**src/hdl/mmpsd_pkg.sv**
```systemverilog
package mmpsd_pkg;

   localparam int MAX_CHANNELS_DEF = 8;
   localparam int MAX_BUCKETS_DEF  = 4096;

   localparam int SAMPLE_W     = 16;
   localparam int SPAN_W       = 16;
   localparam int BUCKET_W     = 12;
   localparam int CHAN_OUT_W   = 3;
   localparam int CH_CNT_W     = 4;
   localparam int LEN_W        = 31;
   localparam int NB_W         = 13;
   localparam int ACC_W        = 44;
   localparam int CMP_W        = ACC_W + 2;
   localparam int RSP_DATA_W   = 32;
   localparam int CSR_ADDR_W   = 2;
   localparam int CSR_DATA_W   = LEN_W;
   localparam int OUT_Q_DEPTH  = 4;

   localparam logic [CH_CNT_W-1:0] CH_CNT_RESET = 4'd2;
   localparam logic [LEN_W-1:0]    LEN_RESET    = '0;
   localparam logic [NB_W-1:0]     NB_RESET     = 13'd1000;

   typedef enum logic [CSR_ADDR_W-1:0] {
      CSR_CHANNEL_COUNT = 2'd0,
      CSR_WAVE_LENGTH   = 2'd1,
      CSR_BUCKET_COUNT  = 2'd2
   } csr_index_type;

   typedef struct packed {
      logic [SPAN_W-1:0]     span;
      logic [BUCKET_W-1:0]   bucket_index;
      logic [CHAN_OUT_W-1:0] channel;
      logic                  last;
      logic                  config_error;
   } rsp_item_type;

endpackage

```
**src/hdl/mmpsd_ram.sv**
```systemverilog
module mmpsd_ram #(
   parameter int WIDTH = 32,
   parameter int DEPTH = 8
) (
   input  logic                                   clock,
   input  logic                                   wr_en,
   input  logic [((DEPTH > 1) ? $clog2(DEPTH) : 1)-1:0] wr_addr,
   input  logic [WIDTH-1:0]                       wr_data,
   input  logic [((DEPTH > 1) ? $clog2(DEPTH) : 1)-1:0] rd_addr,
   output logic [WIDTH-1:0]                       rd_data
);
   logic [WIDTH-1:0] mem_ff [DEPTH];

   always_ff @(posedge clock) begin
      if (wr_en) begin
         mem_ff[wr_addr] <= wr_data;
      end
      rd_data <= mem_ff[rd_addr];
   end
endmodule

```
**src/hdl/mmpsd_out_q.sv**
```systemverilog
module mmpsd_out_q (
   input  logic                      clock,
   input  logic                      reset,
   input  logic                      push,
   input  mmpsd_pkg::rsp_item_type   push_item,
   input  logic                      pop,
   output logic                      head_valid,
   output mmpsd_pkg::rsp_item_type   head_item,
   output logic [$clog2(mmpsd_pkg::OUT_Q_DEPTH+1)-1:0] count
);
   import mmpsd_pkg::*;

   localparam int PTR_W = $clog2(OUT_Q_DEPTH);
   localparam int CNT_W = $clog2(OUT_Q_DEPTH + 1);

   rsp_item_type       slot_ff [OUT_Q_DEPTH];
   logic [PTR_W-1:0]   wr_ptr_ff, wr_ptr_in;
   logic [PTR_W-1:0]   rd_ptr_ff, rd_ptr_in;
   logic [CNT_W-1:0]   count_ff, count_in;
   logic               do_pop;

   assign do_pop     = pop && (count_ff != '0);
   assign head_valid = (count_ff != '0);
   assign head_item  = slot_ff[rd_ptr_ff];
   assign count      = count_ff;

   always_comb begin
      wr_ptr_in = push   ? wr_ptr_ff + PTR_W'(1) : wr_ptr_ff;
      rd_ptr_in = do_pop ? rd_ptr_ff + PTR_W'(1) : rd_ptr_ff;
      count_in  = count_ff + CNT_W'(push) - CNT_W'(do_pop);
   end

   always_ff @(posedge clock) begin
      if (reset) begin
         wr_ptr_ff <= '0;
         rd_ptr_ff <= '0;
         count_ff  <= '0;
      end else begin
         wr_ptr_ff <= wr_ptr_in;
         rd_ptr_ff <= rd_ptr_in;
         count_ff  <= count_in;
      end
   end

   always_ff @(posedge clock) begin
      if (push) begin
         slot_ff[wr_ptr_ff] <= push_item;
      end
   end
endmodule

```
**src/hdl/minmax_peak_span_decimator_top.sv**
```systemverilog
// channel  direction  handshake            payload
// req      in         req_tvalid/tready    tdata: sample; tuser: first
// rsp      out        rsp_tvalid/tready    tdata: span, bucket_index, channel; tlast; tuser
// csr      in         csr_valid/ready      csr_addr: register index; csr_wdata: value
//
// one sample per clock while req_tready is high; counters and bucket edges settle in the accept cycle
// min/max live in one ram with a registered read, read-modify-write in the cycle after the accept
// a result passes the update stage and then the output queue on its way to rsp
// sync reset zeroes counters and queue, loads config defaults; min/max ram is not cleared
// req stalls once queued results plus the one in the update stage fill the four-entry queue
module minmax_peak_span_decimator_top #(
   parameter int MAX_CHANNELS = mmpsd_pkg::MAX_CHANNELS_DEF,
   parameter int MAX_BUCKETS  = mmpsd_pkg::MAX_BUCKETS_DEF
) (
   input  logic                               clock,
   input  logic                               reset,
   // request stream
   input  logic                               req_tvalid,
   output logic                               req_tready,
   input  logic [mmpsd_pkg::SAMPLE_W-1:0]     req_tdata,   // [15:0] sample
   input  logic                               req_tuser,   // [0] first
   // result stream
   output logic                               rsp_tvalid,
   input  logic                               rsp_tready,
   output logic [mmpsd_pkg::RSP_DATA_W-1:0]   rsp_tdata,   // [15:0] span, [27:16] bucket_index,
                                                           // [30:28] channel, [31] zero
   output logic                               rsp_tlast,   // last
   output logic                               rsp_tuser,   // [0] config_error
   // register writes
   input  logic                               csr_valid,
   output logic                               csr_ready,
   input  logic [mmpsd_pkg::CSR_ADDR_W-1:0]   csr_addr,
   input  logic [mmpsd_pkg::CSR_DATA_W-1:0]   csr_wdata
);
   import mmpsd_pkg::*;

   localparam int CH_W  = (MAX_CHANNELS > 1) ? $clog2(MAX_CHANNELS) : 1;
   localparam int CHE_W = $clog2(MAX_CHANNELS + 1);
   localparam int NBE_W = $clog2(MAX_BUCKETS + 1);
   localparam int Q_CNT_W = $clog2(OUT_Q_DEPTH + 1);

   // configuration registers
   logic [CH_CNT_W-1:0] cfg_ch_ff;
   logic [LEN_W-1:0]    cfg_len_ff;
   logic [NB_W-1:0]     cfg_nb_ff;

   // wave position counters
   logic [CH_W-1:0]     chan_pos_ff, chan_pos_in;
   logic [BUCKET_W-1:0] bucket_pos_ff, bucket_pos_in;
   logic [ACC_W-1:0]    frame_acc_ff, frame_acc_in;
   logic [ACC_W-1:0]    bucket_acc_ff, bucket_acc_in;

   // accept-cycle decode
   logic                accept;
   logic [CHE_W-1:0]    ch_eff;
   logic [NBE_W-1:0]    nb_eff;
   logic [CH_W-1:0]     cp;
   logic [BUCKET_W-1:0] bp;
   logic [ACC_W-1:0]    fa;
   logic [ACC_W-1:0]    ba;
   logic                too_short;
   logic                opening;
   logic                closing;
   logic                chan_wrap;
   logic                bucket_end;

   // update stage
   logic                       s1_valid_ff;
   logic signed [SAMPLE_W-1:0] s1_sample_ff;
   logic                       s1_open_ff;
   logic                       s1_close_ff;
   logic                       s1_last_ff;
   logic                       s1_err_ff;
   logic [BUCKET_W-1:0]        s1_bucket_ff;
   logic [CH_W-1:0]            s1_chan_ff;

   // last ram write, for read-during-write forwarding
   logic                       fwd_valid_ff;
   logic [CH_W-1:0]            fwd_addr_ff;
   logic [2*SAMPLE_W-1:0]      fwd_data_ff;

   logic [2*SAMPLE_W-1:0]      ram_rd_data;
   logic [2*SAMPLE_W-1:0]      ram_wr_data;
   logic                       ram_wr_en;
   logic signed [SAMPLE_W-1:0] cur_min, cur_max, new_min, new_max;
   logic [2*SAMPLE_W-1:0]      cur_pair;

   rsp_item_type               push_item;
   rsp_item_type               head_item;
   logic                       push;
   logic [Q_CNT_W-1:0]         q_count;

   // registers always take a write
   assign csr_ready = 1'b1;

   always_ff @(posedge clock) begin
      if (reset) begin
         cfg_ch_ff  <= CH_CNT_RESET;
         cfg_len_ff <= LEN_RESET;
         cfg_nb_ff  <= NB_RESET;
      end else if (csr_valid) begin
         case (csr_index_type'(csr_addr))
            CSR_CHANNEL_COUNT: cfg_ch_ff  <= csr_wdata[CH_CNT_W-1:0];
            CSR_WAVE_LENGTH:   cfg_len_ff <= csr_wdata[LEN_W-1:0];
            CSR_BUCKET_COUNT:  cfg_nb_ff  <= csr_wdata[NB_W-1:0];
            default: begin
               // unmapped index, write dropped
            end
         endcase
      end
   end

   // room for one more request: update stage plus queued results stay within the queue
   assign req_tready = (32'(q_count) + 32'(s1_valid_ff)) < OUT_Q_DEPTH;
   assign accept     = req_tvalid && req_tready;

   // clamp configured counts into range
   always_comb begin
      if (cfg_ch_ff == '0) begin
         ch_eff = CHE_W'(1);
      end else if (32'(cfg_ch_ff) > MAX_CHANNELS) begin
         ch_eff = CHE_W'(MAX_CHANNELS);
      end else begin
         ch_eff = CHE_W'(cfg_ch_ff);
      end
      if (cfg_nb_ff == '0) begin
         nb_eff = NBE_W'(1);
      end else if (32'(cfg_nb_ff) > MAX_BUCKETS) begin
         nb_eff = NBE_W'(MAX_BUCKETS);
      end else begin
         nb_eff = NBE_W'(cfg_nb_ff);
      end
   end

   // counters as seen by this sample: first restarts the wave
   always_comb begin
      cp = req_tuser ? '0 : chan_pos_ff;
      bp = req_tuser ? '0 : bucket_pos_ff;
      fa = req_tuser ? '0 : frame_acc_ff;
      ba = req_tuser ? '0 : bucket_acc_ff;

      too_short  = 32'(cfg_len_ff) < 32'(nb_eff);
      // bucket edges by cross multiplication: frame*nb against bucket*len
      opening    = (CMP_W'(fa) + CMP_W'(nb_eff)) > CMP_W'(ba);
      closing    = (CMP_W'(fa) + (CMP_W'(nb_eff) << 1)) > (CMP_W'(ba) + CMP_W'(cfg_len_ff));
      chan_wrap  = (32'(cp) + 32'd1) >= 32'(ch_eff);
      bucket_end = (32'(bp) + 32'd1) >= 32'(nb_eff);

      chan_pos_in   = cp;
      bucket_pos_in = bp;
      frame_acc_in  = fa;
      bucket_acc_in = ba;
      if (!too_short) begin
         if (chan_wrap) begin
            chan_pos_in = '0;
            if (closing && bucket_end) begin
               // final bucket done, next sample opens a new wave
               bucket_pos_in = '0;
               frame_acc_in  = '0;
               bucket_acc_in = '0;
            end else begin
               if (closing) begin
                  bucket_pos_in = bp + BUCKET_W'(1);
                  bucket_acc_in = ba + ACC_W'(cfg_len_ff);
               end
               frame_acc_in = fa + ACC_W'(nb_eff);
            end
         end else begin
            chan_pos_in = cp + CH_W'(1);
         end
      end
   end

   always_ff @(posedge clock) begin
      if (reset) begin
         chan_pos_ff   <= '0;
         bucket_pos_ff <= '0;
         frame_acc_ff  <= '0;
         bucket_acc_ff <= '0;
         s1_valid_ff   <= 1'b0;
         fwd_valid_ff  <= 1'b0;
      end else begin
         if (accept) begin
            chan_pos_ff   <= chan_pos_in;
            bucket_pos_ff <= bucket_pos_in;
            frame_acc_ff  <= frame_acc_in;
            bucket_acc_ff <= bucket_acc_in;
         end
         s1_valid_ff  <= accept;
         fwd_valid_ff <= ram_wr_en;
      end
   end

   // update stage payload
   always_ff @(posedge clock) begin
      s1_sample_ff <= req_tdata;
      s1_open_ff   <= opening;
      s1_close_ff  <= closing;
      s1_last_ff   <= closing && bucket_end && chan_wrap;
      s1_err_ff    <= too_short;
      s1_bucket_ff <= bp;
      s1_chan_ff   <= cp;
      fwd_addr_ff  <= s1_chan_ff;
      fwd_data_ff  <= ram_wr_data;
   end

   // running min/max per channel, {max, min}
   mmpsd_ram #(
      .WIDTH (2 * SAMPLE_W),
      .DEPTH (MAX_CHANNELS)
   ) u_minmax_ram (
      .clock   (clock),
      .wr_en   (ram_wr_en),
      .wr_addr (s1_chan_ff),
      .wr_data (ram_wr_data),
      .rd_addr (cp),
      .rd_data (ram_rd_data)
   );

   // the ram returns old data when the previous sample wrote the same channel
   always_comb begin
      cur_pair = (fwd_valid_ff && (fwd_addr_ff == s1_chan_ff)) ? fwd_data_ff : ram_rd_data;
      cur_min  = cur_pair[SAMPLE_W-1:0];
      cur_max  = cur_pair[2*SAMPLE_W-1:SAMPLE_W];
      if (s1_open_ff) begin
         new_min = s1_sample_ff;
         new_max = s1_sample_ff;
      end else begin
         new_min = (s1_sample_ff < cur_min) ? s1_sample_ff : cur_min;
         new_max = (s1_sample_ff > cur_max) ? s1_sample_ff : cur_max;
      end
      ram_wr_data = {new_max, new_min};
      ram_wr_en   = s1_valid_ff && !s1_err_ff;
   end

   // result item
   always_comb begin
      push = s1_valid_ff && (s1_err_ff || s1_close_ff);
      push_item.channel = CHAN_OUT_W'(s1_chan_ff);
      if (s1_err_ff) begin
         push_item.span         = '0;
         push_item.bucket_index = '0;
         push_item.last         = 1'b0;
         push_item.config_error = 1'b1;
      end else begin
         push_item.span         = SPAN_W'(new_max - new_min);
         push_item.bucket_index = s1_bucket_ff;
         push_item.last         = s1_last_ff;
         push_item.config_error = 1'b0;
      end
   end

   mmpsd_out_q u_out_q (
      .clock      (clock),
      .reset      (reset),
      .push       (push),
      .push_item  (push_item),
      .pop        (rsp_tready),
      .head_valid (rsp_tvalid),
      .head_item  (head_item),
      .count      (q_count)
   );

   assign rsp_tdata = {1'b0, head_item.channel, head_item.bucket_index, head_item.span};
   assign rsp_tlast = head_item.last;
   assign rsp_tuser = head_item.config_error;
endmodule

```
**config.mk**
```make
export PLATFORM = sky130hd
export DESIGN_NAME = minmax_peak_span_decimator_top
export DESIGN_NICKNAME = d
export VERILOG_FILES = /design/src/hdl/mmpsd_pkg.sv /design/src/hdl/mmpsd_ram.sv /design/src/hdl/mmpsd_out_q.sv /design/src/hdl/minmax_peak_span_decimator_top.sv
export SDC_FILE = /design/constraint.sdc
export NUM_CORES = 1
export LEC_CHECK = 0
export BUFFER_PORTS_ARGS = -buffer_cell sky130_fd_sc_hd__buf_2
export CAP_MARGIN = 40
export CORE_AREA = 2 2 254 381
export DETAILED_ROUTE_END_ITERATION = 16
export DIE_AREA = 0 0 256 383
export GPL_ROUTABILITY_DRIVEN = 0
export SYNTH_ARGS = -nofsm -noshare
export SYNTH_HDL_FRONTEND = slang
export SYNTH_SLANG_ARGS = --single-unit
```
**constraint.sdc**
```tcl
create_clock -name clock -period 9.77 [get_ports clock]
set_input_delay 0.977 -clock clock [delete_from_list [all_inputs] [get_ports clock]]
set_output_delay 0.977 -clock clock [all_outputs]
set_load 0.02 [all_outputs]
```
==> results of run 1 <==
## through the flow
step | hold slack, ns | total power [µW]
global placement | 0.434 | 5520
detailed placement | 0.446 | 5570
global route | 0.433 | 8370
CTS | 0.421 | 8130
floorplan | 0.376 | 4760
finish | 0.456 | 8040
## logic make-up after synthesis
group           synth area share
compound gates             0.133
xor+xnor                  0.0370
fa+ha+maj                 0.0907
buf+inv                   0.0291
flops                      0.516
mux                       0.0686
other cells             0.000229
simple gates               0.126
## synth_stat cells, drive strengths merged, types with 41 or more instances
library cell / count / share of area
a211oi: 52 / 0.012
nand4: 41 / 0.0078
inv: 113 / 0.013
mux4: 65 / 0.045
nor2b: 81 / 0.015
edfxtp: 388 / 0.35
xnor2: 85 / 0.023
mux2i: 70 / 0.021
nor2: 186 / 0.021
dfxtp: 264 / 0.16
a21oi: 134 / 0.020
a21o: 88 / 0.020
xor2: 51 / 0.014
o21ai: 107 / 0.016
nand3: 59 / 0.0090
nand2: 291 / 0.033
clkbuf: 97 / 0.011
ha: 230 / 0.088
## report_power, final
group	switching [µW]	internal (µW)	total (µW)
logic	1360	701	2060
clock network	1120	1420	2540
registers	94.0	3350	3440
## sequential cells by signal, summed over array words and instances (netlist names), 2 cells and up, named ones only
signal and flops:
fwd_addr_ff 3, fwd_data_ff 32, cfg_ch_ff 4, chan_pos_ff 3, u_minmax_ram.mem_ff 256, s1_bucket_ff 12, u_out_q.count 3, u_minmax_ram.rd_data 32
u_out_q.slot_ff 132, s1_chan_ff 3, frame_acc_ff 44, cfg_nb_ff 13, u_out_q.wr_ptr_ff 2, s1_sample_ff 16, bucket_pos_ff 12, cfg_len_ff 31
u_out_q.rd_ptr_ff 2, bucket_acc_ff 44
## area by class of cell
type,count,area [µm²],area share
clock buffers,88,1820,0.0489
clock inverters,36,347,0.00932
inverters,113,424,0.0114
multi-input cells,2004,15000,0.404
flip-flops and latches,652,16900,0.456
well taps,1269,1590,0.0427
repair buffers,160,1030,0.0277
## routing by layer
| layer | vias up | track usage |
|---|---|---|
| li1 | 11000 | - |
| met1 | 11300 | 0.200 |
| met2 | 449 | 0.336 |
| met3 | 208 | 0.0234 |
| met4 | 0 | 0.0932 |
| met5 | - | 0 |
## path summary, 6_finish.rpt
check | from | to | slack (ns)
setup / recovery | cfg_nb_ff[12] | bucket_acc_ff[40] | 1.88
hold / removal | s1_chan_ff[0] | fwd_addr_ff[0] | 0.46
setup reg to reg | cfg_nb_ff[12] | bucket_acc_ff[40] | 1.88
hold reg to reg | s1_chan_ff[0] | fwd_addr_ff[0] | 0.46
## worst max-delay path: cells and delay by family (launching register included)
| family | cells | cell delay [ns] |
|---|---|---|
| flip-flops | 1 | 0.64 |
| AO/OA/AOI/OAI | 8 | 2.16 |
| buffers and inverters | 3 | 0.72 |
| AND/OR/NAND/NOR | 10 | 3.12 |
| multiplexers | 1 | 0.36 |
| adder cells (fa/ha/maj) | 2 | 0.79 |
==> out/results.tsv, run 1 <==
metric	value	unit
grt ovf	0	
worst setup path class	reg2reg	
Post-CTS Resized	0	
CTS Hold Bufs	0	
Synth async-reset ratio	0	
commonest non-fill, non-tap cell in the layout	edfxtp_1	
Initial Utilization	0.345	
H-Tree Depth	3	
core footprint	95100	µm²
P_leak	0.0146	µW
Synth Warn #	0	
hold depth	0	
placed instance area	35000	µm²
skew final	0.0243	ns
VDD IR max	0.000129	V
fin. max-slew vios	0	
crit path DAT	8.45	ns
Slew headroom	0.383	
placed cell count	4197	
worst hold path type	reg2reg	
Die Area	98000	µm²
crit-path max FO	19	
total track usage	0.181	
met2 WL	46.5	mm
sequential share of the synthesized area	0.516	
measured slew at the worst slew-check pin	0.917	ns
post-synth cell types	85	
Finish-stage setup viols	0	
Util after Layout	0.391	
DR WL met3	3.10	mm
critical-path cell list	inv_1 -> nand2_1 -> inv_1 -> fa_1 -> a21o_1 -> a21oi_1 -> nor2b_1 -> o21a_1 -> o21a_1 -> o41a_1 -> a41o_1 -> nand2_1 -> mux2_2 -> ha_1 -> nand4_1 -> nor2_1 -> nor4b_1 -> buf_2 -> o311a_1 -> nor4b_4 -> nor4_2 -> nand2_1 -> nor3b_1 -> a211o_1	
final WL	89.5	mm
post-synthesis area per instance	11.3	µm²
clock buffer depth	3	
fmax	127	MHz
fill count	9239	
IO Pins	92	
clk root buf	clkbuf_16	
critical path launch point type	register	
Synthesized Nets	3195	
min cycle time layout	7.89	ns
share of cells above drive strength 1	0.120	
cts bufs inserted	67	
n_diodes	0	
first-pass GRT wire length	137	mm
setup repair after global routing missed its margin	no	
CTS sink cnt	652	
DR top layer	met4	
commonest non-fill, non-tap cells in the layout	edfxtp_1 (388), nand2_1 (290), dfxtp_1 (261)	
CP most frequent cell	nand2_1	
clock-pin slew on the worst setup and hold paths	0.06	ns
DR vias/cell	5.31	
Starting DRT DRC Count	1248	
pre-CTS setup slack	1.63	ns
top_reg_cell synth	edfxtp_1	
WL met1	35.1	mm
Max-Cap Viols	0	
worst r2r path cells	24	
Mapped Area	32800	µm²
Yosys reg bits	652	
crit-path max cell delay	0.67	ns
Post-CTS Setup Bufs	0	
Nets	3288	
Routed WL per cell	20.7	µm
period utilization	0.807	
initial antenna violation count	0	
final cell count without fillers	4322	
# rows	139	
Die Y	383	µm
Final Hold Viols	0	
number of synthesized flops with an enable pin	388	
area grow syn2layout	13.2	%
TNS Setup	0	ns
CP Capture Type	register	
Post-route DRC	0	
via count of the first global-routing pass	23500	
DR vias	22900	
cell area after layout	37200	µm²
slowest stage cell on the critical path	nand2_1	
Final WS setup	1.88	ns
largest net degree at the start of global routing	68	
1st-pass router iterations	5	
WP data required	10.34	ns
status	finished clean	
ANT nets after route	0	
TritonCTS clock tree	built	
Syn Inst Count	2905	
IO buf count	89	
pwr/cell area	216	nW/µm²
die width	256	µm
DP Wirelength	63.5	mm
Worst-Skew Late Latency	0.63	ns
No activity file was read; power rests on OpenSTA's default activity.
==> run 2: changes to the inputs <==
==> constraint.sdc (replaced) <==
create_clock -name clock -period 6.7 [get_ports clock]
set_input_delay 0.67 -clock clock [delete_from_list [all_inputs] [get_ports clock]]
set_output_delay 0.67 -clock clock [all_outputs]
set_load 0.02 [all_outputs]
==> out/results.tsv, run 2 (synthesized netlist as in run 1, its figures left out) <==
metric	value	unit	change
Nets	3357		was 3288
grt ovf	0		unchanged
Worst-Skew Late Latency	0.64	ns	was 0.63 ns
pwr/cell area	314	nW/µm²	was 216 nW/µm²
CP Capture Point	bucket_acc_ff[43]		was bucket_acc_ff[40]
P_leak	0.0150	µW	was 0.0146 µW
cts bufs inserted	67		unchanged
total track usage	0.181		about the same
H-Tree Depth	3		unchanged
WP data required	7.20	ns	was 10.34 ns
cell area after layout	38000	µm²	was 37200 µm²
Starting DRT DRC Count	1270		was 1248
status	finished clean		unchanged
crit-path max FO	19		unchanged
clock buffer depth	3		unchanged
clock-pin slew on the worst setup and hold paths	0.06	ns	about the same
fin. max-slew vios	0		unchanged
Slew headroom	0.405		was 0.383
Max-Cap Viols	0		unchanged
DP Wirelength	64.3	mm	was 63.5 mm
CP top delay family	compound AO/OA/AOI/OAI gates		was simple AND/OR/NAND/NOR gates
1st-pass router iterations	7		was 5
setup repair after global routing missed its margin	no		unchanged
Die Area	98000	µm²	unchanged
CTS sink cnt	652		unchanged
WP buf/inv	3		unchanged
IO buf count	89		unchanged
Most flops, register	u_minmax_ram.mem_ff		unchanged
Util after Layout	0.399		was 0.391
Post-route DRC	0		unchanged
via count of the first global-routing pass	23900		was 23500
worst r2r path cells	27		was 24
CP most frequent cell	a31oi_1		was nand2_1
area grow syn2layout	15.6	%	was 13.2%
slowest stage cell on the critical path	a41o_2		was nand2_1
measured slew at the worst slew-check pin	0.892	ns	was 0.917 ns
Initial Utilization	0.345		unchanged
initial antenna violation count	1		was 0
fmax	160	MHz	was 127 MHz
commonest non-fill, non-tap cells in the layout	edfxtp_1 (388), nand2_1 (290), dfxtp_1 (261)		unchanged
DR vias/cell	5.31		about the same
skew final	0.0321	ns	was 0.0243 ns
placed instance area	35700	µm²	was 35000 µm²
CP Capture Type	register		unchanged
VDD IR max	0.000195	V	was 0.000129 V
period utilization	0.934		was 0.807
flop2flop setup slack	0.44	ns	was 1.88 ns
crit path from	cfg_nb_ff[4]		was cfg_nb_ff[12]
R2R Path Start	cfg_nb_ff[4]		was cfg_nb_ff[12]
TritonCTS clock tree	built		unchanged
hold depth	1		was 0
TNS Setup	0	ns	unchanged
Crit path depth	27		was 24
CTS Hold Bufs	0		unchanged
crit-path max cell delay	0.41	ns	was 0.67 ns
crit path DAT	6.76	ns	was 8.45 ns
IO Pins	92		unchanged
# rows	139		unchanged
min cycle time layout	6.26	ns	was 7.89 ns
reg2reg end	bucket_acc_ff[43]		was bucket_acc_ff[40]
die width	256	µm	unchanged
commonest non-fill, non-tap cell in the layout	edfxtp_1		unchanged
core footprint	95100	µm²	unchanged
first-pass GRT wire length	137	mm	about the same
share of cells above drive strength 1	0.143		was 0.120
worst setup path class	reg2reg		unchanged
worst hold path type	in2reg		was reg2reg
largest net degree at the start of global routing	72		was 68
fill count	9121		was 9239
final WL	89.7	mm	was 89.5 mm
ANT nets after route	0		unchanged
Top Registers	u_minmax_ram.mem_ff: 256 flops, u_out_q.slot_ff: 132 flops		unchanged
clk root buf	clkbuf_16		unchanged
max FFs per register	256		unchanged
Routed WL per cell	20.4	µm	was 20.7 µm
Die Y	383	µm	unchanged
critical path launch point type	register		unchanged
Finish-stage setup viols	0		unchanged
DR vias	23300		was 22900
Final Hold Viols	0		unchanged
## run 2: stage by stage
| stage | worst slack [ns] | power (µW) | cells | hold WS, ns |
|---|---|---|---|---|
| final | 0.442 | 11900 | 4391 | 0.136 |
| after global routing | 0.00759 | 12400 | 4390 | 0.126 |
| after CTS | 0.208 | 12100 | 4389 | 0.111 |
| after detailed placement | 0.157 | 8210 | 4266 | 0.448 |
| after global placement | 0.139 | 8150 | 4252 | 0.446 |
| after floorplan | 0.000178 | 6940 | 2905 | 0.376 |
## run 2: final cells by class
type | count | area, µm² | area share
clock buffers | 83 | 1820 | 0.0479
flip-flops and latches | 652 | 16900 | 0.446
diodes | 1 | 2.50 | 0.0000659
clock inverters | 40 | 435 | 0.0115
well taps | 1269 | 1590 | 0.0418
repair buffers | 229 | 1660 | 0.0438
inverters | 113 | 424 | 0.0112
multi-input cells | 2004 | 15100 | 0.398
## run 2: power breakdown
group	total, µW	switching (µW)	internal (µW)	leakage, µW
clock network	3830	1640	2190	0.00108
logic	3090	1980	1100	0.00821
registers	5010	129	4880	0.00573
total	11900	3750	8170	0.0150
## run 2: worst min-delay path by stage
stage	slack [ns]	end	startpoint
finish	0.14	s1_sample_ff[2]	req_tdata[2]
floorplan	0.38	fwd_addr_ff[1]	s1_chan_ff[1]
global placement	0.45	bucket_acc_ff[22]	bucket_acc_ff[22]
detailed placement	0.45	bucket_acc_ff[28]	bucket_acc_ff[28]
CTS	0.11	s1_sample_ff[2]	req_tdata[2]
global route	0.13	s1_sample_ff[0]	req_tdata[0]
## run 2: timing repair
| action | in CTS | in global routing |
|---|---|---|
| resized for setup | 0 | 7 |
| buffers inserted | 0 | 1 |
| setup endpoints to repair | 0 | 65 |
## run 2: per-layer routing
metal / share of wire / global-route usage / vias up / wire length (µm)
met2: 0.52 / 0.338 / 540 / 46900
met4: 0.057 / 0.102 / 0 / 5100
met1: 0.39 / 0.197 / 11400 / 34600
met5: 0 / 0 / - / 0
li1: - / - / 11200 / -
met3: 0.035 / 0.0227 / 207 / 3180
==> run 3: changes to the inputs <==
--- a/config.mk
+++ b/config.mk
@@ -5,11 +5,11 @@
 export SDC_FILE = /design/constraint.sdc
 export NUM_CORES = 1
 export LEC_CHECK = 0
-export BUFFER_PORTS_ARGS = -buffer_cell sky130_fd_sc_hd__buf_2
 export CAP_MARGIN = 40
-export CORE_AREA = 2 2 254 381
+export CORE_AREA = 2 2 283 341
 export DETAILED_ROUTE_END_ITERATION = 16
-export DIE_AREA = 0 0 256 383
+export DIE_AREA = 0 0 285 343
+export DONT_BUFFER_PORTS = 1
 export GPL_ROUTABILITY_DRIVEN = 0
 export SYNTH_ARGS = -nofsm -noshare
 export SYNTH_HDL_FRONTEND = slang
==> out/results.tsv, run 3 (synthesized netlist as in run 1, its figures left out) <==
metric	value	unit	change
FF+latch area	16900	µm²	unchanged
clock buffer depth	3		unchanged
Nets	3246		was 3357
worst hold path type	in2reg		unchanged
TNS Setup	0	ns	unchanged
Die Y	343	µm	was 383 µm
largest net degree at the start of global routing	118		was 72
Starting DRT DRC Count	1353		was 1270
setup repair after global routing missed its margin	no		unchanged
IO Pins	92		unchanged
clk root buf	clkbuf_16		unchanged
H-Tree Depth	3		unchanged
fmax	157	MHz	was 160 MHz
slowest stage cell on the critical path	fa_1		was a41o_2
min cycle time layout	6.36	ns	was 6.26 ns
Sw Share	0.296		was 0.315
Finish-stage setup viols	0		unchanged
clock-pin slew on the worst setup and hold paths	0.06	ns	about the same
first-pass GRT wire length	134	mm	was 137 mm
DP Wirelength	60.7	mm	was 64.3 mm
final cell count without fillers	4276		was 4391
fill count	9132		was 9121
# rows	124		was 139
final WL	87.3	mm	was 89.7 mm
Comb pwr share	0.232		was 0.259
IO buf count	0		was 89
crit-path max cell delay	0.40	ns	was 0.41 ns
placed cell count	4142		was 4266
pwr/cell area	320	nW/µm²	was 314 nW/µm²
fin. max-slew vios	0		unchanged
ANT nets after route	0		unchanged
via count of the first global-routing pass	23100		was 23900
CP most frequent cell	nand2_1		was a31oi_1
DR vias	22700		was 23300
share of cells above drive strength 1	0.113		was 0.143
Worst-Skew Late Latency	0.61	ns	was 0.64 ns
total track usage	0.177		was 0.181
NetSw	3550	µW	was 3750 µW
Die Area	97800	µm²	was 98000 µm²
CTS sink cnt	652		unchanged
worst setup path class	reg2reg		unchanged
Most flops, register	u_minmax_ram.mem_ff		unchanged
commonest non-fill, non-tap cells in the layout	edfxtp_1 (388), nand2_1 (290), dfxtp_1 (261)		unchanged
Initial Utilization	0.347		was 0.345
crit-path max FO	20		was 19
area of the multi-input gates	15100	µm²	about the same
P_leak	0.0147	µW	was 0.0150 µW
Final Hold Viols	0		unchanged
die width	285	µm	was 256 µm
measured slew at the worst slew-check pin	0.862	ns	was 0.892 ns
crit path DAT	6.90	ns	was 6.76 ns
commonest non-fill, non-tap cell in the layout	edfxtp_1		unchanged
VDD IR max	0.000191	V	was 0.000195 V
status	finished clean		unchanged
Internal	8440	µW	was 8170 µW
Slew headroom	0.425		was 0.405
Top Registers	u_minmax_ram.mem_ff: 256 flops, u_out_q.slot_ff: 132 flops		unchanged
Post-CTS Setup Bufs	0		unchanged
TritonCTS clock tree	built		unchanged
area grow syn2layout	14.2	%	was 15.6%
core footprint	94600	µm²	was 95100 µm²
CP Capture Type	register		unchanged
Post-route DRC	0		unchanged
critical path launch point type	register		unchanged
initial antenna violation count	2		was 1
Routed WL per cell	20.4	µm	about the same
WP data required	7.24	ns	was 7.20 ns
cts bufs inserted	72		was 67
skew final	0.0308	ns	was 0.0321 ns
Clock Power Share	0.351		was 0.321
max FFs per register	256		unchanged
grt ovf	0		unchanged
sequential power share	0.416		was 0.420
1st-pass router iterations	5		was 7
flop2flop setup slack	0.34	ns	was 0.44 ns
DR vias/cell	5.30		was 5.31
period utilization	0.949		was 0.934
Max-Cap Viols	0		unchanged
-- run 3: cell types whose count changed in the layout (fill, tap and decap cells not counted), moves of 2 or more --
cell | before | now
buf_12 | 12 | 7
clkbuf_16 | 68 | 74
clkinv_2 | 7 | 13
buf_2 | 94 | 1
clkinvlp_4 | 5 | 2
bufinv_16 | 6 | 12
inv_4 | 0 | 2
clkinv_4 | 2 | 0
buf_4 | 119 | 102
clkinv_1 | 13 | 7
clkinv_8 | 3 | 1
clkbuf_1 | 9 | 11
-- run 3: routing by layer --
metal | GRT usage | up-vias | routed length [µm]
met4 | 0.0669 | 0 | 3170
met5 | 0 | - | 0
li1 | - | 10900 | -
met1 | 0.218 | 11100 | 37100
met2 | 0.313 | 490 | 43500
met3 | 0.0264 | 156 | 3570
-- run 3: power by group through the flow --
| stage | combinational [µW] | sequential (µW) | clock [µW] |
|---|---|---|---|
| finish | 2790 | 4990 | 4210 |
| global route | 3070 | 5010 | 4470 |
| CTS | 2830 | 4990 | 4300 |
| detailed placement | 2820 | 5070 | 0 |
| global placement | 2770 | 5070 | 0 |
| floorplan | 1900 | 5040 | 0 |
-- run 3: final timing paths --
| check | from | end | cells past startpoint |
|---|---|---|---|
| max | cfg_nb_ff[4] | bucket_acc_ff[9] | 27 |
| min | req_tdata[2] | s1_sample_ff[2] | 0 |
| max reg2reg | cfg_nb_ff[4] | bucket_acc_ff[9] | 27 |
| min reg2reg | cfg_nb_ff[0] | cfg_nb_ff[0] | 2 |
-- run 3: cell type report --
class,instances,area share
antenna,2,0.000133
inverter,113,0.0113
timing repair buffer,113,0.0255
multi-input combinational,2004,0.402
clock inverter,42,0.0152
tap,1260,0.0420
sequential,652,0.452
clock buffer,90,0.0523
-- run 3: through the flow --
stage	worst slack, ns	utilization	cell area [µm²]	power [µW]	hold slack, ns
detailed placement	0.269	0.369	34900	7890	0.448
floorplan	0.000178	-	32900	6940	0.376
finish	0.343	0.396	37500	12000	0.0885
CTS	0.220	0.396	37500	12100	0.0488
global placement	0.305	0.368	34800	7840	0.444
global route	0.0174	0.396	37500	12600	0.0510
-- run 3: worst max-delay path, delay by kind of cell, from the launching register on --
kind,cells,cell delay (ns)
AOI/OAI and AO/OA,9,2.23
and+or+nand+nor,11,1.74
muxes,1,0.34
adders and majority gates,3,0.97
DFF,1,0.35
buffers and inverters,3,0.61
-- run 3: what timing repair did --
item / 4_1_cts / 5_1_grt
gates resized for setup: 0 / 5
hold buffers: 0 / 0
endpoints found under the setup margin: 0 / 50
